### src/design/slr_pkg.sv
// Shared package for the shuffled minimal-standard random generator.
// Holds the generator constants, controller state type and command/status structs.
// No dependencies.
package slr_pkg;

  localparam int TABLE_DEPTH_DEFAULT = 32;
  localparam int WARMUP_EXTRA        = 7;

  localparam logic [14:0] LCG_MULT = 15'd16807;
  localparam logic [30:0] LCG_MOD  = 31'h7FFF_FFFF;

  localparam logic ACTION_DRAW = 1'b0;
  localparam logic ACTION_LOAD = 1'b1;

  typedef enum logic [2:0] {
    ST_IDLE,
    ST_SEED_MUL,
    ST_SEED_FOLD,
    ST_DRAW_MUL,
    ST_DRAW_FOLD,
    ST_DRAW_OUT
  } state_t;

  typedef struct packed {
    logic load_seed;
    logic start_reseed;
    logic step_mul;
    logic seed_fold;
    logic draw_fold;
    logic draw_out;
  } dp_cmd_t;

  typedef struct packed {
    logic reseed_needed;
    logic count_done;
  } dp_status_t;

endpackage

### src/design/shuffled_lcg_random.sv
// Load: the seed is written as the request is taken. Draw: multiply, then modular
// fold with the registered shuffle table read, then output, which waits on a
// stalled result; requests stall until idle. A draw that must reseed first runs
// warm-up steps until the counter from TABLE_DEPTH+WARMUP_EXTRA reaches zero.
// Reset clears the generator state and last output; table contents are undefined
// until the first warm-up fills them, so no clearing pass is run.
module shuffled_lcg_random #(
  parameter int TABLE_DEPTH = slr_pkg::TABLE_DEPTH_DEFAULT
) (
  input  logic               clk,
  input  logic               rst,
  input  logic               request_valid,
  output logic               request_stall,
  input  logic               action,
  input  logic signed [31:0] seed_value,
  output logic               result_valid,
  input  logic               result_stall,
  output logic [30:0]        random_value
);

  slr_pkg::dp_cmd_t    cmd;
  slr_pkg::dp_status_t status;

  slr_ctrl u_ctrl (
    .clk           (clk),
    .rst           (rst),
    .request_valid (request_valid),
    .request_stall (request_stall),
    .action        (action),
    .result_valid  (result_valid),
    .result_stall  (result_stall),
    .status        (status),
    .cmd           (cmd)
  );

  slr_datapath #(
    .TABLE_DEPTH (TABLE_DEPTH)
  ) u_datapath (
    .clk          (clk),
    .rst          (rst),
    .cmd          (cmd),
    .status       (status),
    .seed_value   (seed_value),
    .random_value (random_value)
  );

endmodule

### src/design/slr_datapath.sv
// Datapath of the shuffled generator: state registers, multiply and modular fold,
// slot selection and the shuffle table memory. Depends on slr_pkg.
module slr_datapath #(
  parameter int TABLE_DEPTH = slr_pkg::TABLE_DEPTH_DEFAULT
) (
  input  logic                 clk,
  input  logic                 rst,
  input  slr_pkg::dp_cmd_t     cmd,
  output slr_pkg::dp_status_t  status,
  input  logic signed [31:0]   seed_value,
  output logic [30:0]          random_value
);

  localparam int IDX_W       = $clog2(TABLE_DEPTH);
  localparam int START_COUNT = TABLE_DEPTH + slr_pkg::WARMUP_EXTRA;
  localparam int CNT_W       = $clog2(START_COUNT + 1);

  // Slot divisor and an exact reciprocal for any 31-bit dividend.
  localparam logic [63:0] SLOT_DIV =
    64'd1 + 64'(slr_pkg::LCG_MOD - 31'd1) / 64'(TABLE_DEPTH);
  localparam int          SLOT_L   = $clog2(SLOT_DIV);
  localparam int          SLOT_SH  = 31 + SLOT_L;
  localparam logic [63:0] RECIP_WIDE = ((64'd1 << SLOT_SH) + SLOT_DIV - 64'd1) / SLOT_DIV;
  localparam logic [31:0] SLOT_RECIP = RECIP_WIDE[31:0];

  logic [31:0]      lcg_state;
  logic [30:0]      last_output;
  logic [CNT_W-1:0] count;
  logic [46:0]      step_prod;
  logic [62:0]      slot_prod;
  logic [IDX_W-1:0] slot;
  logic [30:0]      table_rdata;
  logic [30:0]      mem [TABLE_DEPTH];

  logic [31:0]      fold_sum;
  logic [30:0]      fold_res;
  logic [31:0]      seed_norm;
  logic [62:0]      slot_quot;
  logic [IDX_W-1:0] slot_pick;

  // x mod (2^31-1) folds the high bits back onto the low bits; one subtract
  // finishes it since the sum stays below twice the modulus.
  assign fold_sum = {1'b0, step_prod[30:0]} + {16'd0, step_prod[46:31]};
  assign fold_res = (fold_sum >= {1'b0, slr_pkg::LCG_MOD}) ?
                    31'(fold_sum - {1'b0, slr_pkg::LCG_MOD}) : fold_sum[30:0];

  assign seed_norm = lcg_state[31] ? (32'd0 - lcg_state) : 32'd1;

  assign slot_quot = slot_prod >> SLOT_SH;
  assign slot_pick = (slot_quot >= 63'(TABLE_DEPTH)) ? IDX_W'(TABLE_DEPTH - 1) :
                     slot_quot[IDX_W-1:0];

  assign status.reseed_needed = (lcg_state == 32'd0) || lcg_state[31] ||
                                (last_output == 31'd0);
  assign status.count_done    = (count == '0);

  always_ff @(posedge clk) begin
    if (rst) begin
      lcg_state   <= '0;
      last_output <= '0;
    end else begin
      if (cmd.load_seed) begin
        lcg_state <= seed_value;
      end
      if (cmd.start_reseed) begin
        lcg_state <= seed_norm;
      end
      if (cmd.seed_fold || cmd.draw_fold) begin
        lcg_state <= {1'b0, fold_res};
      end
      if (cmd.seed_fold && status.count_done) begin
        last_output <= fold_res;
      end
      if (cmd.draw_out) begin
        last_output <= table_rdata;
      end
    end
  end

  always_ff @(posedge clk) begin
    if (cmd.start_reseed) begin
      count <= CNT_W'(START_COUNT);
    end else if (cmd.seed_fold) begin
      count <= count - 1'b1;
    end
    if (cmd.step_mul) begin
      step_prod <= 47'(lcg_state) * 47'(slr_pkg::LCG_MULT);
      slot_prod <= 63'(last_output) * 63'(SLOT_RECIP);
    end
    if (cmd.draw_fold) begin
      slot <= slot_pick;
    end
    if (cmd.draw_out) begin
      random_value <= table_rdata;
    end
  end

  // Shuffle table: one write port, one registered read port.
  always_ff @(posedge clk) begin
    if (cmd.seed_fold && (count < CNT_W'(TABLE_DEPTH))) begin
      mem[count[IDX_W-1:0]] <= fold_res;
    end else if (cmd.draw_out) begin
      mem[slot] <= lcg_state[30:0];
    end
    if (cmd.draw_fold) begin
      table_rdata <= mem[slot_pick];
    end
  end

  a_fold_reduced: assert property (@(posedge clk) disable iff (rst)
    (cmd.seed_fold || cmd.draw_fold) |=> (lcg_state < {1'b0, slr_pkg::LCG_MOD}))
    else $error("generator state not reduced below the modulus");

  a_count_steps: assert property (@(posedge clk) disable iff (rst)
    (cmd.seed_fold && !status.count_done) |=> (count == CNT_W'($past(count) - 1'b1)))
    else $error("warm-up counter skipped a step");

  a_slot_range: assert property (@(posedge clk) disable iff (rst)
    cmd.draw_fold |=> (int'(slot) < TABLE_DEPTH))
    else $error("table slot out of range");

endmodule

### src/design/slr_ctrl.sv
// Controller of the shuffled generator: sequences loads, warm-up and draws,
// and owns the result valid flag. Depends on slr_pkg.
module slr_ctrl (
  input  logic                clk,
  input  logic                rst,
  input  logic                request_valid,
  output logic                request_stall,
  input  logic                action,
  output logic                result_valid,
  input  logic                result_stall,
  input  slr_pkg::dp_status_t status,
  output slr_pkg::dp_cmd_t    cmd
);

  slr_pkg::state_t state, state_next;
  logic            accept;

  assign request_stall = (state != slr_pkg::ST_IDLE);
  assign accept        = request_valid && !request_stall;

  always_ff @(posedge clk) begin
    if (rst) begin
      state <= slr_pkg::ST_IDLE;
    end else begin
      state <= state_next;
    end
  end

  always_comb begin
    state_next = state;
    case (state)
      slr_pkg::ST_IDLE: begin
        if (accept && (action == slr_pkg::ACTION_DRAW)) begin
          state_next = status.reseed_needed ? slr_pkg::ST_SEED_MUL : slr_pkg::ST_DRAW_MUL;
        end
      end
      slr_pkg::ST_SEED_MUL:  state_next = slr_pkg::ST_SEED_FOLD;
      slr_pkg::ST_SEED_FOLD: begin
        state_next = status.count_done ? slr_pkg::ST_DRAW_MUL : slr_pkg::ST_SEED_MUL;
      end
      slr_pkg::ST_DRAW_MUL:  state_next = slr_pkg::ST_DRAW_FOLD;
      slr_pkg::ST_DRAW_FOLD: state_next = slr_pkg::ST_DRAW_OUT;
      slr_pkg::ST_DRAW_OUT: begin
        if (!result_valid || !result_stall) begin
          state_next = slr_pkg::ST_IDLE;
        end
      end
      default: state_next = slr_pkg::ST_IDLE;
    endcase
  end

  always_comb begin
    cmd = '0;
    case (state)
      slr_pkg::ST_IDLE: begin
        cmd.load_seed    = accept && (action == slr_pkg::ACTION_LOAD);
        cmd.start_reseed = accept && (action == slr_pkg::ACTION_DRAW) &&
                           status.reseed_needed;
      end
      slr_pkg::ST_SEED_MUL:  cmd.step_mul  = 1'b1;
      slr_pkg::ST_SEED_FOLD: cmd.seed_fold = 1'b1;
      slr_pkg::ST_DRAW_MUL:  cmd.step_mul  = 1'b1;
      slr_pkg::ST_DRAW_FOLD: cmd.draw_fold = 1'b1;
      slr_pkg::ST_DRAW_OUT:  cmd.draw_out  = !result_valid || !result_stall;
      default: cmd = '0;
    endcase
  end

  always_ff @(posedge clk) begin
    if (rst) begin
      result_valid <= 1'b0;
    end else if (cmd.draw_out) begin
      result_valid <= 1'b1;
    end else if (!result_stall) begin
      result_valid <= 1'b0;
    end
  end

  a_reseed_path: assert property (@(posedge clk) disable iff (rst)
    (accept && (action == slr_pkg::ACTION_DRAW) && status.reseed_needed)
    |=> (state == slr_pkg::ST_SEED_MUL))
    else $error("draw needing a reseed skipped the warm-up");

  a_result_source: assert property (@(posedge clk) disable iff (rst)
    $rose(result_valid) |-> ($past(state) == slr_pkg::ST_DRAW_OUT))
    else $error("result appeared outside the output step");

  a_no_overwrite: assert property (@(posedge clk) disable iff (rst)
    (result_valid && result_stall) |-> !cmd.draw_out)
    else $error("pending result overwritten");

endmodule
### config.mk
export PLATFORM = sky130hd
export DESIGN_NAME = shuffled_lcg_random
export DESIGN_NICKNAME = d
export VERILOG_FILES = /design/src/design/slr_pkg.sv /design/src/design/shuffled_lcg_random.sv /design/src/design/slr_datapath.sv /design/src/design/slr_ctrl.sv
export SDC_FILE = /design/constraint.sdc
export NUM_CORES = 2
export LEC_CHECK = 0
export ABC_AREA = 1
export BUFFER_PORTS_ARGS = -buffer_cell sky130_fd_sc_hd__buf_2
export CAP_MARGIN = 20
export CORE_ASPECT_RATIO = 2
export CORE_UTILIZATION = 45
export DETAILED_ROUTE_END_ITERATION = 8
export GPL_ROUTABILITY_DRIVEN = 0
export PLACE_DENSITY = 0.57
export SLEW_MARGIN = 20
export SYNTH_ARGS = -nofsm -noshare
export SYNTH_HDL_FRONTEND = slang
export SYNTH_HIERARCHICAL = 1
export SYNTH_SLANG_ARGS = --single-unit
### constraint.sdc
create_clock -name clk -period 14.65 [get_ports clk]
set_clock_uncertainty 0.2 [all_clocks]
set_input_delay 1.465 -clock clk [delete_from_list [all_inputs] [get_ports clk]]
set_output_delay 1.465 -clock clk [all_outputs]
set_load 0.05 [all_outputs]
# [Yosys cells after proc, flatten, opt, wreduce, memory -nomap -nowiden]
# Memory sizes are Yosys's and may differ from the RTL's. A register that Yosys moved wholly into a read port is not among the register bits.
# Index checks and enable logic that the tools add are counted.
# W data, S select, Z words.
[totals] regBits=187 ram_bits=992 in_bits=37 out_inout_bits=33 elab_cells=81 mem_count=1
[classes] n_addsub=4 n_mul=1 n_lt_le_gt_ge=3 eq_ne=8 mux=28 bitwise_logic=1 n_reduce_logical=25
[mem_list] memory="u_datapath.mem" depth=32 width=31 rd=1 rd_clocked_by_memory_dff=1 write_ports=1 line_no="slr_datapath.sv:33" text="logic [30:0] mem [TABLE_DEPTH];"
[op_table] cell="$mux W31" n=5
[op_table] cell="$mux W32" n=3
[op_table] cell="$mul A32 B15 Y47 const B" n=1
[op_table] cell="$add A31 B16 Y32" n=1
[op_table] cell="$ge A32 B31 Y1 const B" n=1
[op_table] cell="$logic_not A32 Y1" n=1
[op_table] cell="$sub A1 B32 Y32 const A" n=1
[op_table] cell="$logic_not A31 Y1" n=1
[op_table] cell="$reduce_or A31 Y1" n=1
[op_table] cell="$sub A31 B31 Y31 const B" n=1
[op_table] cell="$pmux W3 S6" n=1
[op_table] cell="$mux W1" n=12
[op_table] cell="$mux W5" n=2
[op_table] cell="$eq A3 B2 Y1 const B" n=2
[op_table] cell="$eq A3 B3 Y1 const B" n=2
[op_table] cell="$ge A5 B6 Y1 const B" n=1
[op_table] cell="$logic_and A1 B1 Y1" n=6
[op_table] cell="$logic_not A6 Y1" n=1
[op_table] cell="$lt A6 B6 Y1 const B" n=1
[op_table] cell="$mux W2" n=3
[op_table] cell="$mux W3" n=2
[op_table] cell="$ne A2 B1 Y1 const B" n=3
[op_table] cell="$reduce_bool A3 Y1" n=2
[op_table] cell="$sub A6 B1 Y6 const B" n=1
[op_table] cell="other kinds (8)" n=15

# [Longest topological paths before layout]
[logic_depth] ltp_word=9 depth_mapped=25 mapped_depth_nobuf=25

# [Hierarchy]
# The synthesis kept the hierarchy.
[by_module_without_submodules] mod="slr_datapath" instances=1 cells_each=5196 area_each_um2=57795.4
[by_module_without_submodules] mod="slr_ctrl" instances=1 cells_each=38 area_each_um2=246.5

# [Worst setup path before layout]
# No wires, ideal clock.
[synth_path] path_kind="input -> register" startpoint="input result_stall" endpoint="memory u_datapath.mem[31][0] (enable)" setup_time_ps=419 t_arrival_ps=5526 required_time_ps=14031 setup_slack_ps=8505 cell_stages=9 cell_sequence="a21oi_1 > clkbuf_1 > nand2_1 > clkbuf_1 > nand2_1 > o21ai_0 > inv_1 > nand2_1 > nor2_1"
[synth_via] elab_chain_len=8 word_cells_on_any_way=9 classes_between="mux (6); reduce/logical (3)"
[synth_rtl] item="start: declaration" line_no="shuffled_lcg_random.sv:17" text="input logic result_stall,"
[synth_rtl] item="$logic_not A1 Y1 (*)" line_no="slr_ctrl.sv:64" text="slr_pkg::ST_DRAW_OUT: cmd.draw_out = !result_valid || !result_stall;"
[synth_rtl] item="$logic_or A1 B1 Y1 (*)" line_no="slr_ctrl.sv:64"
[synth_rtl] item="$mux W1 (*)" line_no="slr_ctrl.sv:54" text="case (state)"
[synth_rtl] item="$mux W1 (*)" line_no="slr_datapath.sv:102" text="end else if (cmd.draw_out) begin"
[synth_rtl] item="$mux W1 (*)" line_no="slr_datapath.sv:100" text="if (cmd.seed_fold && (count < CNT_W'(TABLE_DEPTH))) begin"
[synth_rtl] item="$mux W1 (implied by the code) (*)" line_no="slr_datapath.sv:103" text="mem[slot] <= lcg_state[30:0];"
[synth_rtl] item="$reduce_or A31 Y1 (no line)"
[synth_rtl] item="$mux W5 (no line) or $mux W1 (tied branches)"
[synth_rtl] item="end: declaration" line_no="slr_datapath.sv:33"
# Every way passes the cells marked *; elsewhere a longest branch is shown, timed or not.

# [Final worst setup path]
[layout_path] startpoint="register u_datapath.lcg_state[20]" endpoint="register u_datapath.step_prod[44], data pin"
[layout_via] elab_chain_len=1
[layout_rtl] item="start: declaration" line_no="slr_datapath.sv:26" text="logic [31:0] lcg_state;"
[layout_rtl] item="start signal: assignment" line_no="slr_datapath.sv:63" text="lcg_state <= seed_value;"
[layout_rtl] item="start signal: assignment" line_no="slr_datapath.sv:66" text="lcg_state <= seed_norm;"
[layout_rtl] item="start signal: assignment" line_no="slr_datapath.sv:69" text="lcg_state <= {1'b0, fold_res};"
[layout_rtl] item="$mul A32 B15 Y47" line_no="slr_datapath.sv:87" text="step_prod <= 47'(lcg_state) * 47'(slr_pkg::LCG_MULT);"
[layout_rtl] item="end signal: assignment" line_no="slr_datapath.sv:87"
[layout_rtl] item="end: declaration" line_no="slr_datapath.sv:29" text="logic [46:0] step_prod;"
# No other way between the ends.
# A chain may end at the register's enable or synchronous reset.

==> impl_metrics.csv <==
group,metric,value,unit
sta,max_freq,134,MHz
yosys,yosysUniqueCellTypes,56,
sta,finalCritPeriodShare,51.1,%
finish,final_area,0.0641,mm^2
yosys,synthArstFlopShare,0,%
drt,wl_per_cell,30.8,um
floorplan,dieArea,0.131,mm^2
floorplan,coreArea,0.128,mm^2
run_status,status,"complete, but fails checks",
worst_setup_path,cp_slowest_cell,"nand3_1",
worst_setup_path,critPathBufInv,6,
sta,max_slew_margin,18.9,%
cts,cts_setup_buffers,0,
global_routing,antenna_found_initial,18,
run_status,violations,"DRC",
pwr,power.leakage,23.7,nW
global_routing,overflow,0,
yosys,synth_area_leader_cell,"edfxtp_1",
yosys,ys_top_cells_by_area,"edfxtp_1 (57%), o21ai_0 (5.6%), ha_1 (5.2%)",
worst_setup_path,crit_chain,"inv_1, fa_1, inv_1, ha_1, inv_1, fa_1, inv_1, fa_1, fa_1, inv_1, fa_1, inv_1, ha_1, a21oi_1, o21ai_0, a21oi_1, nor3_1, nor4_1, nand3_1, nand3_1, nand2_1, xor2_1",
worst_setup_path,start_kind,"register",
sta,finalSetupViolations,0,
worst_setup_path,arrival,7740,ps
finish,num-nets-final,5664,
worst_setup_path,critical_path.max_stage_delay,760,ps
finish,final_cells,7028,
flow_run,max_cap_viol_count,0,
worst_setup_path,crit_family,"adder cells",
yosys,ys_seq_area_share,60.0,%
sta,maxSlewViolCount,0,
worst_setup_path,critical_path_required,14910,ps
place,dp.cells,6832,
drt,ant_nets,0,
cts,path_clk_slew,80,ps
min_path,hold_depth,0,
cts,clock_sinks,1184,
yosys,synth_nets,5652,
worst_setup_path,path_common_cell,"inv_1",
yosys,syn-cell-area,0.0580,mm^2
cts,clk_latency,730,ps
global_routing,grt_pass1_vias,42500,
finish,syn_to_final_growth,10.4,%
drt,drc,2,
sta,grt_setup_unrepaired,"no",
global_routing,grt_max_degree,187,
pwr,peakVddDrop,0.000107,V
pwr,power.density_cell_area,160,mW/mm^2
cts,cts_tree,"done",
place,numPortBuffers,69,
floorplan,dieHeight,510,um
worst_setup_path,path_class,"register to register",
worst_setup_path,crit_path_max_fanout,7,
sta,timing.final.hold_violations,0,
cts,clk_path_buf_depth,3,
floorplan,rows,186,
worst_setup_path,crit_path_end_kind,"register",
drt,vias,42600,
yosys,synth_cells,5234,
place,post_dp_cell_area,0.0607,mm^2
cts,cts_resized,0,
sta,fin_crit,7490,ps
cts,cts_root_buf,"clkbuf_16",
drt,wl,217000,um
global_routing,grt_pass1_wl,305000,um
sta,tightest_slew,1210,ps
drt,detail_route.first_pass.iterations,8,
worst_setup_path,path_depth,22,
sta,tns,0,ps
drt,vias_per_cell,6.06,
floorplan,start_util,45.3,%
finish,layout-drive-gt1-share,9.03,%
yosys,ys_seq_elements,1184,
floorplan,ios,70,
yosys,synth_top_area_share,57.5,%
yosys,dominantRegCellSynth,"edfxtp_1",
yosys,avgSynthCellArea,11.1,um^2
drt,drt_iter0_markers,4083,
cts,h-tree-depth,3,
cts,cts_inserted_buffers,101,
yosys,synth_edf_count,1111,
cts,hold_buffers,0,
place,hpwl,140000,um
floorplan,fp.dieW,256,um
worst_setup_path,worst_r2r_path_depth,22,
global_routing,grtUsageTotal,33.3,%
min_path,hp-class,"register to register",
yosys,yosys_warnings,6,
layout by cell type (no fill, tap or decap), types with 103 or more instances in the layout:
cell type  count
ha_1         242
clkbuf_16    103
nor2_1       689
fa_1         139
nand3_1      249
inv_1        532
o21ai_0      620
nand2_1      523
edfxtp_1    1111
a21oi_1      135
o221ai_1     184
metrics by stage:
step | hold slack [ps] | power [mW] | setup WS [ps] | util, %
2_1_floorplan | 224 | 6.22 | 8500 | -
3_3_place_gp | 245 | 7.38 | 7660 | 47.3
3_5_place_dp | 252 | 7.42 | 7670 | 47.4
4_1_cts | 256 | 10.1 | 7650 | 49.9
5_1_grt | 270 | 10.6 | 6900 | 50.0
6_report | 259 | 10.2 | 7160 | 50.0
cell families after synthesis:
group,Yosys count,share of synthesized area [%]
fa+ha+maj,381,10.0
simple gates,1640,11.9
buf+inv,806,5.33
flops,1184,60.0
xor+xnor,55,0.830
compound gates,1168,12.0
cells in the mapped netlist, types with 4 or more instances:
library cell  instances
a22oi_1              21
nor3_1               25
nor2_4                5
inv_1               535
o22ai_1              67
o21a_1                4
dfxtp_1              73
buf_2                 5
nor4_1               15
nand4_1              26
a21oi_2              13
clkbuf_1            227
nand3_1             249
o211ai_1              4
a21oi_1             136
o221ai_1            184
o21ai_0             650
nand3_2              10
and2_1                4
xnor2_1              12
a32oi_1              26
fa_1                139
xor2_1               43
nand3b_1              4
a31oi_1              44
nand2_2              30
nor2_2               15
nand2_1             525
edfxtp_1           1111
nor2_1              724
buf_1                19
inv_2                10
ha_1                242
sequential cells by signal, indices dropped and copies added (netlist names):
signal                   flops
u_datapath/table_rdata      31
u_ctrl/state                 3
u_datapath/slot              5
u_datapath/mem             992
u_datapath/slot_prod         5
u_datapath/step_prod        47
u_datapath/count             6
u_datapath/lcg_state        32
u_datapath/last_output      31
u_datapath/random_value     31
u_ctrl/result_valid          1
final timing paths:
| path | startpoint | end | slack, ps |
|---|---|---|---|
| max | u_datapath/lcg_state[20] | u_datapath/step_prod[44] | 7160 |
| min | u_datapath/table_rdata[3] | u_datapath/random_value[3] | 260 |
| max reg2reg | u_datapath/lcg_state[20] | u_datapath/step_prod[44] | 7160 |
| min reg2reg | u_datapath/table_rdata[3] | u_datapath/random_value[3] | 260 |
where the power goes:
| part | leakage, nW | switching [mW] | internal, mW |
|---|---|---|---|
| logic | 11.5 | 2.31 | 0.806 |
| registers | 10.6 | 0.121 | 4.26 |
| clock network | 1.58 | 1.26 | 1.47 |
| total | 23.7 | 3.69 | 6.54 |
worst reg2reg max path, delay by kind of cell, from the launching register on:
family                     cells  cell delay, ps
AOI/OAI and AO/OA              3             620
adders and majority gates      7            3160
and+or+nand+nor                5            1840
xor gates and xnor gates       1             150
DFF                            1             650
buffers and inverters          6             610
layer usage:
metal	up-vias	GRT usage [%]	share of wire [%]
met5	-	0	0.063
met4	20	31.2	11
met3	815	8.80	8.0
met2	1931	57.2	50
met1	21300	32.4	31
li1	18600	-	-
area by class of cell:
class | instances | area, um^2
clock inverters | 61 | 591
multi-input cells | 3244 | 20700
flip-flops and latches | 1184 | 34800
well taps | 1692 | 2120
diodes | 9 | 22.5
repair buffers | 168 | 1140
inverters | 547 | 2070
clock buffers | 123 | 2660
fillers | 11500 | 64100
No activity file was read; power rests on OpenSTA's default activity.
